<file path="config.mk">
export PLATFORM = sky130hd
export DESIGN_NAME = rgb565_to_bmp24_stream_core
export DESIGN_NICKNAME = d
export VERILOG_FILES = /design/src/sv/rgbbmp_pkg.sv /design/src/sv/rgbbmp_ctrl.sv /design/src/sv/rgbbmp_emit.sv /design/src/sv/rgb565_to_bmp24_stream_core.sv
export SDC_FILE = /design/constraint.sdc
export NUM_CORES = 1
export LEC_CHECK = 0
export BUFFER_PORTS_ARGS = -buffer_cell sky130_fd_sc_hd__buf_2
export CELL_PAD_IN_SITES_DETAIL_PLACEMENT = 2
export CELL_PAD_IN_SITES_GLOBAL_PLACEMENT = 2
export CORE_MARGIN = 10
export CORE_UTILIZATION = 41
export CTS_CLUSTER_SIZE = 14
export DETAILED_ROUTE_END_ITERATION = 8
export PLACE_DENSITY = 0.78
export SETUP_SLACK_MARGIN = 0.15
export SLEW_MARGIN = 20
export SYNTH_ARGS = -nofsm -noshare
export SYNTH_HDL_FRONTEND = slang
export SYNTH_HIERARCHICAL = 1
export SYNTH_SLANG_ARGS = --single-unit
</file>
<file path="constraint.sdc">
create_clock -name clk -period 8.5 [get_ports clk]
set_input_delay 0.425 -clock clk [delete_from_list [all_inputs] [get_ports clk]]
set_output_delay 0.425 -clock clk [all_outputs]
set_load 0.05 [all_outputs]
</file>
<file path="src/sv/rgbbmp_pkg.sv">
// shared types, constants and byte formatting for the rgb565 to bmp24 stream core
`timescale 1ns / 1ps

package rgbbmp_pkg;

    localparam int WIDTH_W   = 9;
    localparam int HEIGHT_W  = 10;
    localparam int COORD_W   = 10;
    localparam int PIXEL_W   = 16;
    localparam int ROWB_W    = 11;
    localparam int IMG_W     = 21;
    localparam int IDX_W     = 6;
    localparam int OP_W      = 2;
    localparam int CFG_W     = 10;
    localparam int S_DATA_W  = 56;

    localparam int MAX_WIDTH_DEF = 480;
    localparam int MAX_WIDTH_W   = 13;

    localparam logic [WIDTH_W-1:0]  WIDTH_RST  = 9'd480;
    localparam logic [HEIGHT_W-1:0] HEIGHT_RST = 10'd320;

    localparam logic [OP_W-1:0] OP_START = 2'd0;
    localparam logic [OP_W-1:0] OP_TILE  = 2'd1;
    localparam logic [OP_W-1:0] OP_PIXEL = 2'd2;

    localparam logic CFG_WIDTH  = 1'b0;
    localparam logic CFG_HEIGHT = 1'b1;

    localparam logic [IDX_W-1:0] HDR_LAST_IDX = 6'd53;
    localparam logic [31:0] HDR_BYTES     = 32'd54;
    localparam logic [31:0] INFO_HDR_SIZE = 32'd40;
    localparam logic [31:0] BITS_PER_PIX  = 32'd24;
    localparam logic [31:0] PLANES        = 32'd1;
    localparam logic [7:0]  MAGIC_B       = 8'h42;
    localparam logic [7:0]  MAGIC_M       = 8'h4D;

    // one run of output bytes handed from the control stage to the emitter
    typedef struct packed {
        logic                is_hdr;
        logic [IDX_W-1:0]    last_idx;
        logic                failed;
        logic [WIDTH_W-1:0]  hdr_width;
        logic [HEIGHT_W-1:0] hdr_height;
        logic [IMG_W-1:0]    hdr_img;
        logic [23:0]         pix_bgr;
    } job_t;

    function automatic logic [7:0] le_byte(input logic [31:0] word, input logic [1:0] sel);
        logic [31:0] sh;
        sh = word >> {sel, 3'b000};
        return sh[7:0];
    endfunction

    function automatic logic [7:0] header_byte(
        input logic [IDX_W-1:0]    idx,
        input logic [WIDTH_W-1:0]  width,
        input logic [HEIGHT_W-1:0] height,
        input logic [IMG_W-1:0]    img
    );
        logic [31:0]      img32;
        logic [31:0]      fsize;
        logic [31:0]      neg_h;
        logic [IDX_W-1:0] rel;
        logic [1:0]       sel;
        logic [7:0]       b;
        img32 = {{(32-IMG_W){1'b0}}, img};
        fsize = img32 + HDR_BYTES;
        neg_h = 32'd0 - {{(32-HEIGHT_W){1'b0}}, height};
        rel   = idx - 6'd2;
        // multi-byte fields start at an offset of 2 mod 4, except bits per pixel
        sel   = rel[1:0];
        case (idx) inside
            6'd0:       b = MAGIC_B;
            6'd1:       b = MAGIC_M;
            [6'd2:6'd5]:   b = le_byte(fsize, sel);
            [6'd10:6'd13]: b = le_byte(HDR_BYTES, sel);
            [6'd14:6'd17]: b = le_byte(INFO_HDR_SIZE, sel);
            [6'd18:6'd21]: b = le_byte({{(32-WIDTH_W){1'b0}}, width}, sel);
            [6'd22:6'd25]: b = le_byte(neg_h, sel);
            [6'd26:6'd27]: b = le_byte(PLANES, sel);
            [6'd28:6'd29]: b = le_byte(BITS_PER_PIX, {1'b0, idx[0]});
            [6'd34:6'd37]: b = le_byte(img32, sel);
            default:    b = 8'h00;
        endcase
        return b;
    endfunction

endpackage

</file>
<file path="src/sv/rgbbmp_ctrl.sv">
// input register, image and tile state, and formation of byte runs
`timescale 1ns / 1ps

module rgbbmp_ctrl #(
    parameter int MAX_WIDTH = rgbbmp_pkg::MAX_WIDTH_DEF
) (
    input  logic                               clk,
    input  logic                               rst_n,
    input  logic                               s_tvalid,
    output logic                               s_tready,
    input  logic [rgbbmp_pkg::S_DATA_W-1:0]    s_tdata,
    input  logic [rgbbmp_pkg::OP_W-1:0]        s_tuser,
    input  logic [rgbbmp_pkg::WIDTH_W-1:0]     image_width,
    input  logic [rgbbmp_pkg::HEIGHT_W-1:0]    image_height,
    input  logic                               job_ready,
    output logic                               job_load,
    output rgbbmp_pkg::job_t                   job
);

    localparam int CW = rgbbmp_pkg::COORD_W;
    localparam int WW = rgbbmp_pkg::WIDTH_W;
    localparam int HW = rgbbmp_pkg::HEIGHT_W;

    logic                            in_valid_reg;
    logic [rgbbmp_pkg::OP_W-1:0]     op_reg;
    logic [CW-1:0]                   col_first_reg;
    logic [CW-1:0]                   col_last_reg;
    logic [CW-1:0]                   row_first_reg;
    logic [CW-1:0]                   row_last_reg;
    logic [rgbbmp_pkg::PIXEL_W-1:0]  pixel_reg;

    logic          open_reg, open_next;
    logic          fail_reg, fail_next;
    logic [HW-1:0] row_reg, row_next;
    logic [WW-1:0] col_reg, col_next;
    logic [CW-1:0] tile_end_reg, tile_end_next;
    logic          tile_act_reg, tile_act_next;

    logic                          in_take;
    logic                          needs_job;
    logic                          tile_bad;
    logic                          pix_emit;
    logic [WW-1:0]                 col_inc;
    logic                          row_done;
    logic [rgbbmp_pkg::ROWB_W-1:0] sum3;
    logic [rgbbmp_pkg::ROWB_W-1:0] stride_bytes;
    logic [1:0]                    pad;
    logic [4:0]                    blue5;
    logic [5:0]                    green6;
    logic [4:0]                    red5;

    assign in_take  = in_valid_reg && (!needs_job || job_ready);
    assign s_tready = !in_valid_reg || in_take;

    always_ff @(posedge clk or negedge rst_n)
    begin
        if (!rst_n)
        begin
            in_valid_reg <= 1'b0;
        end
        else if (s_tready)
        begin
            in_valid_reg <= s_tvalid;
        end
    end

    always_ff @(posedge clk)
    begin
        if (s_tready && s_tvalid)
        begin
            op_reg        <= s_tuser;
            col_first_reg <= s_tdata[9:0];
            col_last_reg  <= s_tdata[19:10];
            row_first_reg <= s_tdata[29:20];
            row_last_reg  <= s_tdata[39:30];
            pixel_reg     <= s_tdata[55:40];
        end
    end

    // 3*w+3 rounded down to a multiple of four gives the padded row length
    assign sum3         = 11'(image_width) * 11'd3 + 11'd3;
    assign stride_bytes = {sum3[rgbbmp_pkg::ROWB_W-1:2], 2'b00};
    assign pad          = ~sum3[1:0];

    assign tile_bad = (col_first_reg != '0)
                   || (({1'b0, col_last_reg} + 11'd1) != {2'b00, image_width})
                   || ({1'b0, row_first_reg} != {1'b0, row_reg})
                   || (image_width == '0)
                   || ({{(rgbbmp_pkg::MAX_WIDTH_W-WW){1'b0}}, image_width}
                       > rgbbmp_pkg::MAX_WIDTH_W'(MAX_WIDTH))
                   || (col_reg != '0);

    assign pix_emit = open_reg && !fail_reg && tile_act_reg
                   && (row_reg <= tile_end_reg) && (row_reg < image_height);

    assign col_inc  = col_reg + 9'd1;
    assign row_done = col_inc >= image_width;

    always_comb
    begin
        case (op_reg)
            rgbbmp_pkg::OP_START: needs_job = 1'b1;
            rgbbmp_pkg::OP_PIXEL: needs_job = pix_emit;
            default:              needs_job = 1'b0;
        endcase
    end

    always_comb
    begin
        open_next     = open_reg;
        fail_next     = fail_reg;
        row_next      = row_reg;
        col_next      = col_reg;
        tile_end_next = tile_end_reg;
        tile_act_next = tile_act_reg;
        case (op_reg)
            rgbbmp_pkg::OP_START:
            begin
                open_next     = 1'b1;
                fail_next     = 1'b0;
                row_next      = '0;
                col_next      = '0;
                tile_end_next = '0;
                tile_act_next = 1'b0;
            end
            rgbbmp_pkg::OP_TILE:
            begin
                if (open_reg && !fail_reg)
                begin
                    if (tile_bad)
                    begin
                        fail_next = 1'b1;
                    end
                    else
                    begin
                        tile_act_next = 1'b1;
                        tile_end_next = row_last_reg;
                    end
                end
            end
            rgbbmp_pkg::OP_PIXEL:
            begin
                if (pix_emit)
                begin
                    if (row_done)
                    begin
                        col_next = '0;
                        row_next = row_reg + 10'd1;
                    end
                    else
                    begin
                        col_next = col_inc;
                    end
                end
            end
            default:
            begin
                open_next = open_reg;
            end
        endcase
    end

    always_ff @(posedge clk or negedge rst_n)
    begin
        if (!rst_n)
        begin
            open_reg     <= 1'b0;
            fail_reg     <= 1'b0;
            row_reg      <= '0;
            col_reg      <= '0;
            tile_end_reg <= '0;
            tile_act_reg <= 1'b0;
        end
        else if (in_take)
        begin
            open_reg     <= open_next;
            fail_reg     <= fail_next;
            row_reg      <= row_next;
            col_reg      <= col_next;
            tile_end_reg <= tile_end_next;
            tile_act_reg <= tile_act_next;
        end
    end

    // widen each channel by repeating its top bits
    assign blue5  = pixel_reg[4:0];
    assign green6 = pixel_reg[10:5];
    assign red5   = pixel_reg[15:11];

    assign job_load = in_take && needs_job;

    always_comb
    begin
        job.is_hdr     = (op_reg == rgbbmp_pkg::OP_START);
        job.failed     = fail_next;
        job.hdr_width  = image_width;
        job.hdr_height = image_height;
        job.hdr_img    = rgbbmp_pkg::IMG_W'(stride_bytes) * rgbbmp_pkg::IMG_W'(image_height);
        job.pix_bgr    = {red5, red5[4:2], green6, green6[5:4], blue5, blue5[4:2]};
        if (op_reg == rgbbmp_pkg::OP_START)
        begin
            job.last_idx = rgbbmp_pkg::HDR_LAST_IDX;
        end
        else if (row_done)
        begin
            job.last_idx = 6'd2 + {4'b0000, pad};
        end
        else
        begin
            job.last_idx = 6'd2;
        end
    end

endmodule

</file>
<file path="src/sv/rgbbmp_emit.sv">
// byte sequencer for header and pixel runs with the output register
`timescale 1ns / 1ps

module rgbbmp_emit (
    input  logic              clk,
    input  logic              rst_n,
    input  logic              job_load,
    input  rgbbmp_pkg::job_t  job,
    output logic              job_ready,
    output logic              m_tvalid,
    input  logic              m_tready,
    output logic [7:0]        m_tdata,
    output logic              m_tlast,
    output logic [0:0]        m_tuser
);

    rgbbmp_pkg::job_t              job_reg;
    logic                          job_valid_reg;
    logic [rgbbmp_pkg::IDX_W-1:0]  idx_reg;
    logic                          out_valid_reg;
    logic [7:0]                    out_byte_reg;
    logic                          out_last_reg;
    logic                          out_fail_reg;

    logic       advance;
    logic       at_last;
    logic [7:0] byte_now;

    assign advance   = job_valid_reg && (!out_valid_reg || m_tready);
    assign at_last   = (idx_reg == job_reg.last_idx);
    assign job_ready = !job_valid_reg || (advance && at_last);

    always_comb
    begin
        if (job_reg.is_hdr)
        begin
            byte_now = rgbbmp_pkg::header_byte(idx_reg, job_reg.hdr_width,
                                               job_reg.hdr_height, job_reg.hdr_img);
        end
        else
        begin
            case (idx_reg)
                6'd0:    byte_now = job_reg.pix_bgr[7:0];
                6'd1:    byte_now = job_reg.pix_bgr[15:8];
                6'd2:    byte_now = job_reg.pix_bgr[23:16];
                default: byte_now = 8'h00;
            endcase
        end
    end

    always_ff @(posedge clk or negedge rst_n)
    begin
        if (!rst_n)
        begin
            job_valid_reg <= 1'b0;
            idx_reg       <= '0;
        end
        else if (job_load)
        begin
            job_valid_reg <= 1'b1;
            idx_reg       <= '0;
        end
        else if (advance)
        begin
            if (at_last)
            begin
                job_valid_reg <= 1'b0;
            end
            idx_reg <= idx_reg + 6'd1;
        end
    end

    always_ff @(posedge clk)
    begin
        if (job_load)
        begin
            job_reg <= job;
        end
    end

    always_ff @(posedge clk or negedge rst_n)
    begin
        if (!rst_n)
        begin
            out_valid_reg <= 1'b0;
        end
        else if (advance)
        begin
            out_valid_reg <= 1'b1;
        end
        else if (m_tready)
        begin
            out_valid_reg <= 1'b0;
        end
    end

    always_ff @(posedge clk)
    begin
        if (advance)
        begin
            out_byte_reg <= byte_now;
            out_last_reg <= at_last;
            out_fail_reg <= job_reg.failed;
        end
    end

    assign m_tvalid = out_valid_reg;
    assign m_tdata  = out_byte_reg;
    assign m_tlast  = out_last_reg;
    assign m_tuser  = out_fail_reg;

endmodule

</file>
<file path="src/sv/rgb565_to_bmp24_stream_core.sv">
// top level of the rgb565 to top-down 24-bit bmp byte stream core
// usage:
//   input beats carry an operation in s_tuser: start (emits the 54-byte header),
//   tile announce (checks the band against width and current row, no output)
//   or pixel (emits blue, green, red and, at the end of a row, zero padding)
//   output beats carry one file byte each; m_tlast marks the last byte caused
//   by one input beat and m_tuser carries the sticky failure flag
//   image_width and image_height are written through cfg_we/cfg_addr/cfg_wdata
//   while the core is idle; the header uses the values present at the start beat
// timing:
//   the first output byte passes the input register, the job register and the output register
//   a pixel occupies the byte sequencer for three bytes, up to six at a row end,
//   a start beat for 54 bytes; a tile beat leaves the input register
//   without using the sequencer, which emits one byte per cycle while m_tready
//   allows it and sets the sustained rate
// reset and stall:
//   reset closes the image, clears the failure and loads width 480, height 320
//   when m_tready is low the output byte holds and the core stops taking beats
//   once its input register and sequencer are both occupied
`timescale 1ns / 1ps

module rgb565_to_bmp24_stream_core #(
    parameter int MAX_WIDTH = rgbbmp_pkg::MAX_WIDTH_DEF
) (
    input  logic                              clk,
    input  logic                              rst_n,
    input  logic                              s_tvalid,
    output logic                              s_tready,
    // tile_first_column, tile_last_column, tile_first_row, tile_last_row, pixel_value
    input  logic [rgbbmp_pkg::S_DATA_W-1:0]   s_tdata,
    // operation
    input  logic [rgbbmp_pkg::OP_W-1:0]       s_tuser,
    output logic                              m_tvalid,
    input  logic                              m_tready,
    // out_byte
    output logic [7:0]                        m_tdata,
    output logic                              m_tlast,
    // failed
    output logic [0:0]                        m_tuser,
    input  logic                              cfg_we,
    input  logic                              cfg_addr,
    input  logic [rgbbmp_pkg::CFG_W-1:0]      cfg_wdata
);

    logic [rgbbmp_pkg::WIDTH_W-1:0]  width_reg;
    logic [rgbbmp_pkg::HEIGHT_W-1:0] height_reg;

    logic             job_load;
    logic             job_ready;
    rgbbmp_pkg::job_t job;

    always_ff @(posedge clk or negedge rst_n)
    begin
        if (!rst_n)
        begin
            width_reg  <= rgbbmp_pkg::WIDTH_RST;
            height_reg <= rgbbmp_pkg::HEIGHT_RST;
        end
        else if (cfg_we)
        begin
            case (cfg_addr)
                rgbbmp_pkg::CFG_WIDTH:  width_reg  <= cfg_wdata[rgbbmp_pkg::WIDTH_W-1:0];
                rgbbmp_pkg::CFG_HEIGHT: height_reg <= cfg_wdata[rgbbmp_pkg::HEIGHT_W-1:0];
                default:                width_reg  <= width_reg;
            endcase
        end
    end

    rgbbmp_ctrl #(
        .MAX_WIDTH (MAX_WIDTH)
    ) u_ctrl (
        .clk          (clk),
        .rst_n        (rst_n),
        .s_tvalid     (s_tvalid),
        .s_tready     (s_tready),
        .s_tdata      (s_tdata),
        .s_tuser      (s_tuser),
        .image_width  (width_reg),
        .image_height (height_reg),
        .job_ready    (job_ready),
        .job_load     (job_load),
        .job          (job)
    );

    rgbbmp_emit u_emit (
        .clk       (clk),
        .rst_n     (rst_n),
        .job_load  (job_load),
        .job       (job),
        .job_ready (job_ready),
        .m_tvalid  (m_tvalid),
        .m_tready  (m_tready),
        .m_tdata   (m_tdata),
        .m_tlast   (m_tlast),
        .m_tuser   (m_tuser)
    );

endmodule
</file>
# After elaboration in Yosys (flattened, before gate mapping)
# Cells that the tools add are included.
# totals
regBits	198
in_bits	74
out_inout_bits	12
elab_cells	167
# op_classes
n_addsub	9
n_mul	2
n_lt_le_gt_ge	20
eq_ne	11
shifts	8
muxes	36
bitwise	3
reduce_logical	49
# ops
op	n
2-to-1 mux 8 bit	11
>> shifter 32 x 5 -> 8 bit	2
2-to-1 mux 10 bit	4
one-hot mux 10 bit (2 select lines)	2
<= comparator 6 x 5 -> 1 bit (second input constant)	5
greater-or-equal comparator 6 x 5 -> 1 bit (second input constant)	4
one-hot mux 8 bit (3 select lines)	1
adder 21 x 6 -> 22 bit (second input constant)	1
>> shifter 21 x 5 -> 8 bit	1
multiplier 9 x 10 -> 19 bit	1
2-to-1 mux 6 bit	3
2-to-1 mux 9 bit	2
one-hot mux 9 bit (2 select lines)	1
logical AND 1 bit	17
>> shifter 6 x 5 -> 8 bit (first input constant)	2
greater-or-equal comparator 6 x 4 -> 1 bit (second input constant)	2
adder 10 x 1 -> 11 bit (second input constant)	1
adder 11 x 2 -> 11 bit (second input constant)	1
multiplier 9 x 2 -> 11 bit (second input constant)	1
inequality test 11 x 9 -> 1 bit	1
subtractor 1 x 10 -> 11 bit (first input constant)	1
adder 10 x 1 -> 10 bit (second input constant)	1
<= comparator 10 bit	1
< comparator 10 bit	1
38 further kinds	71

# Logic depth before layout (Yosys ltp)
# Gate-level depths: netlist (run 1).
# depth
ltp_word	13
mapped_depth	27
ltp_nobuf	26

# Hierarchy
# Netlist (run 1), hierarchy kept.
# by_module_without_submodules
mod	n_inst	cells_each	area_each_um2	seq_area_each_um2
rgbbmp_ctrl	1	920	8750.9	2567.5
rgbbmp_emit	1	407	4698.3	2662.6
rgb565_to_bmp24_stream_core	1	41	720.7	483.0

# Worst setup path before layout (run 1)
# No wires, ideal clock.
# synth_timing
path_kind	register to register
startpoint	register width_reg[1] in the netlist's numbering
endpoint	register u_emit/job_reg[44] in the netlist's numbering, data pin
setup_time_ps	260
arrival_time_ps	6009
required_ps	8240
slack_ps	2232
stages_incl_launch_ff	24
n_path_buf	0
period_less_slack_ps	6268
cell_sequence	dfrtp_1 > ha_1 > ha_1 > a21o_1 > a21oi_1 > o21bai_1 > a2111oi_2 > o31ai_1 > a21oi_2 > nand2b_1 > fa_1 > fa_1 > inv_1 > fa_1 > inv_1 > fa_1 > inv_1 > ha_1 > or3_1 > o211ai_1 > a31oi_1 > a21o_1 > a21oi_1 > xnor2_1
# synth_rtl
element	line	rtl
start, declared	rgb565_to_bmp24_stream_core.sv:45	logic [rgbbmp_pkg::WIDTH_W-1:0] width_reg;
start signal, assigned	rgb565_to_bmp24_stream_core.sv:56	width_reg <= rgbbmp_pkg::WIDTH_RST;
start signal, assigned	rgb565_to_bmp24_stream_core.sv:62	rgbbmp_pkg::CFG_WIDTH: width_reg <= cfg_wdata[rgbbmp_pkg::WIDTH_W-1:0];
start signal, assigned	rgb565_to_bmp24_stream_core.sv:64	default: width_reg <= width_reg;
end signal, assigned	rgbbmp_emit.sv:77	job_reg <= job;
end, declared	rgbbmp_emit.sv:17	rgbbmp_pkg::job_t job_reg;

==> out/metrics.csv, run 1 <==
metric;value;unit
CP required;8730;ps
Yosys cell types;88;
Initial Util;0.4133;
Core Box Area;34290;sq um
Inserted Clock Buffers;17;
unrepaired setup endpoints after global routing;no;
most common cell in the netlist;inv_1;
Synth area leader;edfxtp_1;
Main synth FF type;edfxtp_1;
Hold Path Class;in -> reg;
Die H;205.9;microns
post-route ant nets;0;
CTS tree;built;
DRC Markers;0;
Slew @ Worst Pin;1056;ps
critical setup path kind;reg -> reg;
Ports;86;
Mapped Cells;1368;
H-tree Lvls;4;
Vias;10798;
Final Max Tran Viols;0;
Global Route Usage Sum;0.2187;
setup tns final;0;ps
Antenna Cells;0;
drt total wl;45440;microns
initial antenna violation count;0;
Layout Nets;1636;
Area contributors post-synth;edfxtp_1 30%, dfrtp_1 9.5%, ha_1 8.8%;
post-synthesis sequential area ratio;0.4032;
pre-CTS setup slack;1329;ps
final setup margin;1202;ps
global-route wire length before repair;71240;microns
max FFs per register;72;
global route total overflow;0;
Vias per Instance;5.765;
drt wl/cell;24.26;microns
Async S/R FF share, synth;0.3000;
placed cell count;1841;
latest clock arrival within the worst-skew pair;480;ps
GPL Wtd Cong;0.8585;
TritonCTS Sinks;200;
Critical Path Source Type;flip-flop;
FMAX;137.0;MHz
die area;42400;sq um
Worst-path clk slew;90;ps
Resize count post-CTS;0;
post-synthesis register bit count;200;
Finished Layout Cells;1873;
root buffer cell;clkbuf_16;
most used cell, CP;inv_1;
hold_buf cts;0;
layout cells sized above 1;0.1276;
post-DP HPWL;33920;microns
worst endpoint data arrival time;7520;ps
minimum clock period;7298;ps
First-pass DRT Iterations;5;
Post-synth EDFFs;140;
# port buffers;85;
synth warn;6;
final hold vios;0;
slew margin rel.;0.2908;
setup violators final;0;
largest net degree at the start of global routing;61;
CP Capture Type;flip-flop;
critical path's slowest cell;a21oi_1;
largest fanout on the critical path;14;
Yosys top cell area share;0.2967;
CP peak stage delay;710;ps
Post-synth top cells;142 x inv_1, 140 x edfxtp_1, 118 x nand2_1;
Clock Skews;23.44;ps
setup repair bufs after CTS;0;
vias in the first global route;12074;
DR iter-0 viols;625;
Avg Cell Area, Syn;10.36;sq um
outcome;finished, final reports clean;
Tcrit/Tclk final;0.8585;
Row Count;68;
Area Growth Syn to Fin;8.830;%
max_cap viols;0;
chip width;205.9;microns
clock buffer depth;2;
mapped cell area;14170;sq um
[kinds of logic (layout without fill, tap and decap cells)]
group / after synthesis / after routing / synth area share
AND/OR/NAND/NOR: 418 / 418 / 0.1506
buffers and inverters: 222 / 270 / 0.07082
other: 1 / 3 / 0.0002646
AO/OA/AOI/OAI: 256 / 256 / 0.1308
adder cells (fa/ha/maj): 157 / 157 / 0.1688
flip-flops: 200 / 200 / 0.4032
XOR/XNOR: 75 / 75 / 0.04636
multiplexers: 39 / 39 / 0.02923
[stage by stage]
step	area, sq um	hold WS, ps	util
CTS	15420	106.2	0.4497
global placement	14790	408.5	0.4313
floorplan	14180	129.4	-
finish	15420	125.7	0.4498
detailed placement	14790	406.8	0.4315
global route	15420	107.7	0.4498
[cell type report]
class	count	area [sq um]
Clock buffer	19	454.2
Clock inverter	13	170.2
Fill cell	3562	18870
Inverter	143	536.8
Multi-Input combinational cell	948	7477
Sequential cell	200	5713
Tap cell	455	569.3
Timing Repair Buffer	95	500.5
[critical path: cells and delay by family, from the launching register on]
kind                     cells  cell delay, ps
XOR/XNOR                     1             140
AO/OA/AOI/OAI                9            2610
AND/OR/NAND/NOR              3             490
buffers and inverters        5             430
adder cells (fa/ha/maj)      7            2840
flip-flops                   1             510
[final timing paths]
check	from	depth (start not counted)	end	slack, ps
hold / removal	s_tdata[42]	1	u_ctrl/pixel_reg[2]	130
max in group asynchronous	rst_n	2	u_emit/idx_reg[1]	7730
setup / recovery	width_reg[2]	25	u_emit/job_reg[43]	1200
min in group asynchronous	rst_n	2	u_ctrl/tile_end_reg[7]	170
setup reg to reg	width_reg[2]	25	u_emit/job_reg[43]	1200
hold reg to reg	u_ctrl/pixel_reg[12]	0	u_emit/job_reg[20]	430
[cells in the final DEF (no fill, tap or decap), types with 34 or more instances in the layout]
master    synthesis  layout
a21oi_1          55      55
dfrtp_1          54      54
edfxtp_1        140     140
nor3_1           53      53
nor2_1           64      64
nand2_1         118     118
buf_2            13      85
ha_1            100     100
fa_1             57      57
xnor2_1          50      49
inv_1           142     142
and2_1           35      34
[layer usage]
layer / vias up / routed length, microns / track usage
met4: 0 / 1260 / 0.07688
met1: 5626 / 19330 / 0.2652
met5: - / 0 / 0
li1: 4922 / - / -
met2: 183 / 23650 / 0.3904
met3: 67 / 1201 / 0.02853
Power of run 1 is not shown: default switching activity piles up to over one toggle a cycle in this logic, so the estimate is an artifact.
==> run 2: changes to the inputs <==
--- a/config.mk
+++ b/config.mk
@@ -12,6 +12,7 @@
 export CORE_UTILIZATION = 41
 export CTS_CLUSTER_SIZE = 14
 export DETAILED_ROUTE_END_ITERATION = 8
+export MAX_ROUTING_LAYER = met4
 export PLACE_DENSITY = 0.78
 export SETUP_SLACK_MARGIN = 0.15
 export SLEW_MARGIN = 20
==> run 2 against run 1 <==
Compared with the run above: clock skew decreased by 6.9 ps; routed wire length about the same; cell area about the same; clock-buffer cell count unchanged; via count fell by 0.44%; core utilization about the same; non-clock buffer count unchanged; register-to-register slack about the same; worst setup slack got worse by 1.6 ps; first-iteration DRC count is 4.0% lower; highest routed layer unchanged.
==> out/metrics.csv, run 2 (synthesis results as in run 1) <==
metric;value;unit;change
outcome;finished, final reports clean;;
First-pass DRT Iterations;5;;unchanged
global-route wire length before repair;71170;microns;about the same
Initial Util;0.4133;;unchanged
Vias per Instance;5.736;;-0.50%
Final Max Tran Viols;0;;unchanged
setup violators final;0;;unchanged
minimum clock period;7299;ps;+1.620 ps
initial antenna violation count;0;;unchanged
clock buffer depth;2;;unchanged
FILL cells;3561;;-0.028%
global route total overflow;0;;unchanged
Resize count post-CTS;0;;unchanged
H-tree Lvls;4;;unchanged
DP Area;14790;sq um;unchanged
post-route ant nets;0;;unchanged
Clock Skews;16.52;ps;-6.919 ps
Worst-path clk slew;90;ps;about the same
TritonCTS Sinks;200;;unchanged
FF-to-FF Start;width_reg[2];;
Vias;10750;;-0.44%
CTS tree;built;;
Core Box Area;34290;sq um;unchanged
post-DP HPWL;33920;microns;unchanged
Slew @ Worst Pin;1071;ps;+14.53 ps
min-delay src;s_tdata[42];;
latest clock arrival within the worst-skew pair;470;ps;about the same
most frequent cells in the layout;142 x inv_1, 140 x edfxtp_1, 118 x nand2_1;;
unrepaired setup endpoints after global routing;no;;
layout cells sized above 1;0.1276;;unchanged
crit path from;width_reg[2];;
root buffer cell;clkbuf_16;;
drt total wl;45400;microns;about the same
max_cap viols;0;;unchanged
CP Capture Type;flip-flop;;
DR iter-0 viols;600;;-4.0%
Area Growth Syn to Fin;8.847;%;about the same
chip width;205.9;microns;unchanged
setup tns final;0;ps;unchanged
Critical Path Source Type;flip-flop;;
commonest non-fill, non-tap cell in the layout;inv_1;;
Tcrit/Tclk final;0.8587;;about the same
hold_buf cts;0;;unchanged
Hold Path Class;in -> reg;;
Inserted Clock Buffers;17;;unchanged
final instance area;15420;sq um;about the same
max FFs per register;72;;unchanged
DRC Markers;0;;unchanged
Row Count;68;;unchanged
GPL Wtd Cong;0.8710;;+1.5%
FMAX;137.0;MHz;about the same
Global Route Usage Sum;0.2250;;+0.006353
# port buffers;85;;unchanged
vias in the first global route;12067;;-0.058%
worst endpoint data arrival time;7520;ps;about the same
placed cell count;1841;;unchanged
CP required;8720;ps;about the same
Die H;205.9;microns;unchanged
Layout Nets;1636;;unchanged
die area;42400;sq um;unchanged
largest net degree at the start of global routing;61;;unchanged
largest fanout on the critical path;14;;unchanged
critical setup path kind;reg -> reg;;
Finished Layout Cells;1874;;+0.053%
drt wl/cell;24.22;microns;-0.15%
Ports;86;;unchanged
final hold vios;0;;unchanged
slew margin rel.;0.2811;;-0.009759
setup repair bufs after CTS;0;;unchanged
[run 2: layout make-up]
class	count	area [sq um]	area share
repair buffers	95	500.5	0.03245
flip-flops and latches	200	5713	0.3704
diodes	1	2.502	0.0001622
well taps	455	569.3	0.03691
multi-input cells	948	7477	0.4848
inverters	143	536.8	0.03480
clock inverters	13	170.2	0.01103
clock buffers	19	454.2	0.02945
[run 2: per-layer routing]
layer | up-vias | global-route usage | wire length (microns)
met4 | 0 | 0.08079 | 1268
met1 | 5586 | 0.2652 | 19260
met2 | 176 | 0.3904 | 23740
li1 | 4920 | - | -
met3 | 68 | 0.02618 | 1124
met5 | - | - | 0
[run 2: final timing paths]
check                                               to  slack, ps  cells after the start
worst min-delay path               u_ctrl/pixel_reg[2]        130                      1
min in group asynchronous       u_ctrl/tile_end_reg[7]        180                      2
worst max-delay path                u_emit/job_reg[43]       1200                     25
worst min register to register      u_emit/job_reg[20]        430                      0
max in group asynchronous            u_emit/idx_reg[1]       7730                      2
worst max register to register      u_emit/job_reg[43]       1200                     25
[run 2: stage by stage]
stage	utilization	hold slack (ps)	setup slack, ps
after floorplan	-	129.4	2232
after global placement	0.4313	408.5	1653
after detailed placement	0.4315	406.8	1329
after CTS	0.4497	106.2	1220
after global routing	0.4498	110.7	629.8
final	0.4498	129.7	1201
[run 2: critical path: stages (launching register included)]
cell and delay (ps):
dfrtp_1 500, inv_1 150, ha_1 330, ha_1 350, inv_1 80, o21bai_1 70
a21oi_1 240, nor2b_1 100, o311a_1 560, a21oi_1 720, nand2_1 200, fa_1 450
inv_1 90, fa_1 400, inv_1 80, fa_1 440, fa_1 550, inv_1 40
ha_1 330, o21ai_0 140, o21ai_0 340, nand3_1 190, a31oi_1 270, a21o_1 170
a21oi_1 90, xnor2_1 140
Power of run 2 is left out for the same reason.
==> run 3: changes to the inputs <==
--- a/config.mk
+++ b/config.mk
@@ -9,11 +9,13 @@
 export CELL_PAD_IN_SITES_DETAIL_PLACEMENT = 2
 export CELL_PAD_IN_SITES_GLOBAL_PLACEMENT = 2
 export CORE_MARGIN = 10
-export CORE_UTILIZATION = 41
+export CORE_UTILIZATION = 42
+export CTS_BUF_LIST = sky130_fd_sc_hd__clkbuf_2
+export CTS_CLUSTER_DIAMETER = 50
 export CTS_CLUSTER_SIZE = 14
 export DETAILED_ROUTE_END_ITERATION = 8
 export MAX_ROUTING_LAYER = met4
-export PLACE_DENSITY = 0.78
+export PLACE_DENSITY = 0.8
 export SETUP_SLACK_MARGIN = 0.15
 export SLEW_MARGIN = 20
 export SYNTH_ARGS = -nofsm -noshare
==> run 3 against run 2 <==
Compared with the run above: cell area increased by 2.0%; first-iteration DRC count up 1.5%; worst hold slack got worse by 2.5 ps; final cell count grew 3.3%; clock-buffer cell count shrank 2; global-route usage up 1.2 points.
==> out/metrics.csv, run 3 (synthesis results as in run 1) <==
metric;value;unit;change
met2 wire length;25470;microns;+7.3%
post-DP HPWL;34370;microns;+1.3%
post-route ant nets;0;;unchanged
chip width;203.7;microns;-1.1%
die area;41490;sq um;-2.1%
global route total overflow;0;;unchanged
CTS tree;built;;
Layout Nets;1704;;+4.2%
critical setup path kind;reg -> reg;;
CP required;9230;ps;+510 ps
register area;5713;sq um;unchanged
Resize count post-CTS;0;;unchanged
Row Count;67;;-1.5%
# port buffers;85;;unchanged
root buffer cell;clkbuf_2;;
global-route wire length before repair;74580;microns;+4.8%
Slew @ Worst Pin;1084;ps;+13.53 ps
TritonCTS Sinks;200;;unchanged
First-pass DRT Iterations;4;;-1
FMAX;136.0;MHz;-0.73%
Vias per Instance;5.689;;-0.83%
setup violators final;0;;unchanged
Die H;203.7;microns;-1.1%
H-tree Lvls;4;;unchanged
Vias;11008;;+2.4%
unrepaired setup endpoints after global routing;no;;
layout cells sized above 1;0.1184;;-0.009206
FILL cells;3494;;-1.9%
vias in the first global route;12578;;+4.2%
Critical Path Source Type;flip-flop;;
Final Max Tran Viols;0;;unchanged
largest fanout on the critical path;14;;unchanged
Hold Path Class;in -> reg;;
drt total wl;47550;microns;+4.8%
final hold vios;0;;unchanged
max_cap viols;0;;unchanged
GPL Wtd Cong;0.8439;;-3.1%
Fin Hold WS;127.2;ps;-2.521 ps
Clock Skews;95.21;ps;+78.69 ps
commonest non-fill, non-tap cell in the layout;inv_1;;
Multi-input gate area;7470;sq um;-0.10%
Ports;86;;unchanged
largest net degree at the start of global routing;61;;unchanged
worst endpoint data arrival time;8090;ps;+570 ps
DRC Markers;0;;unchanged
Core Box Area;33450;sq um;-2.4%
met1 wire length;19960;microns;+3.6%
most frequent cells in the layout;142 x inv_1, 140 x edfxtp_1, 118 x nand2_1;;
slew margin rel.;0.2740;;-0.007070
Global Route Usage Sum;0.2374;;+0.01235
latest clock arrival within the worst-skew pair;910;ps;+440 ps
Area Growth Syn to Fin;11.04;%;
final setup margin;1147;ps;-53.53 ps
drt wl/cell;24.58;microns;+1.5%
Worst-path clk slew;370;ps;+280 ps
Inserted Clock Buffers;17;;unchanged
DR iter-0 viols;609;;+1.5%
outcome;finished, final reports clean;;
clock buffer depth;2;;unchanged
Tcrit/Tclk final;0.8650;;+0.006298
setup tns final;0;ps;unchanged
Top Layer Used;met4;;
pre-CTS setup slack;1160;ps;-168.3 ps
minimum clock period;7353;ps;+53.53 ps
max FFs per register;72;;unchanged
routed wl met3;1097;microns;-2.4%
Initial Util;0.4236;;+0.01037
CP Capture Type;flip-flop;;
initial antenna violation count;1;;+1
run 3: cell types whose count changed in the layout (fill, tap and decap cells not counted), sizes merged:
cell         change
inv              +1
dlygate4sd3     +72
buf              -4
clkbuf           -2
clkinv           +1
run 3: path summary, 6_finish.rpt:
kind                                     start                     end  slack, ps  depth (start not counted)
setup / recovery                  width_reg[2]      u_emit/job_reg[44]       1150                         23
hold / removal                          cfg_we           height_reg[9]        130                          3
setup reg to reg                  width_reg[2]      u_emit/job_reg[44]       1150                         23
hold reg to reg            u_ctrl/pixel_reg[6]      u_emit/job_reg[11]        470                          0
max in group asynchronous                rst_n           height_reg[4]       7660                          3
min in group asynchronous                rst_n  u_ctrl/tile_end_reg[1]        180                          3
run 3: what timing repair did:
item	CTS	global route
hold buffers	72	0
buffers inserted	0	0
hold endpoints to repair	133	0
setup endpoints to repair	0	0
run 3: final cells by class:
type | count | area share
diodes | 1 | 0.0001590
clock buffers | 17 | 0.005408
clock inverters | 15 | 0.01113
inverters | 143 | 0.03412
multi-input cells | 948 | 0.4748
flip-flops and latches | 200 | 0.3631
well taps | 448 | 0.03563
repair buffers | 163 | 0.07571
run 3: worst max-delay path, stage by stage (launching register included):
cell and delay [ps]:
dfrtp_1 570, inv_1 150, ha_1 340, ha_1 360, inv_1 70, o21bai_1 70, a21oi_1 260, nor2b_1 110
o311a_1 550, a21oi_1 770, and2_1 290, fa_1 450, fa_1 480, fa_1 560, inv_1 60, fa_1 530
inv_1 40, ha_1 240, or3_1 410, o211ai_1 280, a31oi_1 170, a21o_1 210, a21oi_1 160, xnor2_1 80
run 3: metrics by stage:
stage / instance area (sq um) / utilization / cells
after detailed placement: 14750 / 0.4410 / 1830
after floorplan: 14180 / - / 1370
after global placement: 14750 / 0.4409 / 1830
after global routing: 15730 / 0.4704 / 1935
final: 15730 / 0.4704 / 1935
after CTS: 15730 / 0.4703 / 1934
run 3: metal layers:
layer | vias up | track usage
met3 | 51 | 0.02951
li1 | 5056 | -
met5 | - | -
met2 | 177 | 0.4209
met4 | 0 | 0.06608
met1 | 5724 | 0.2772
Power of run 3 is left out for the same reason.
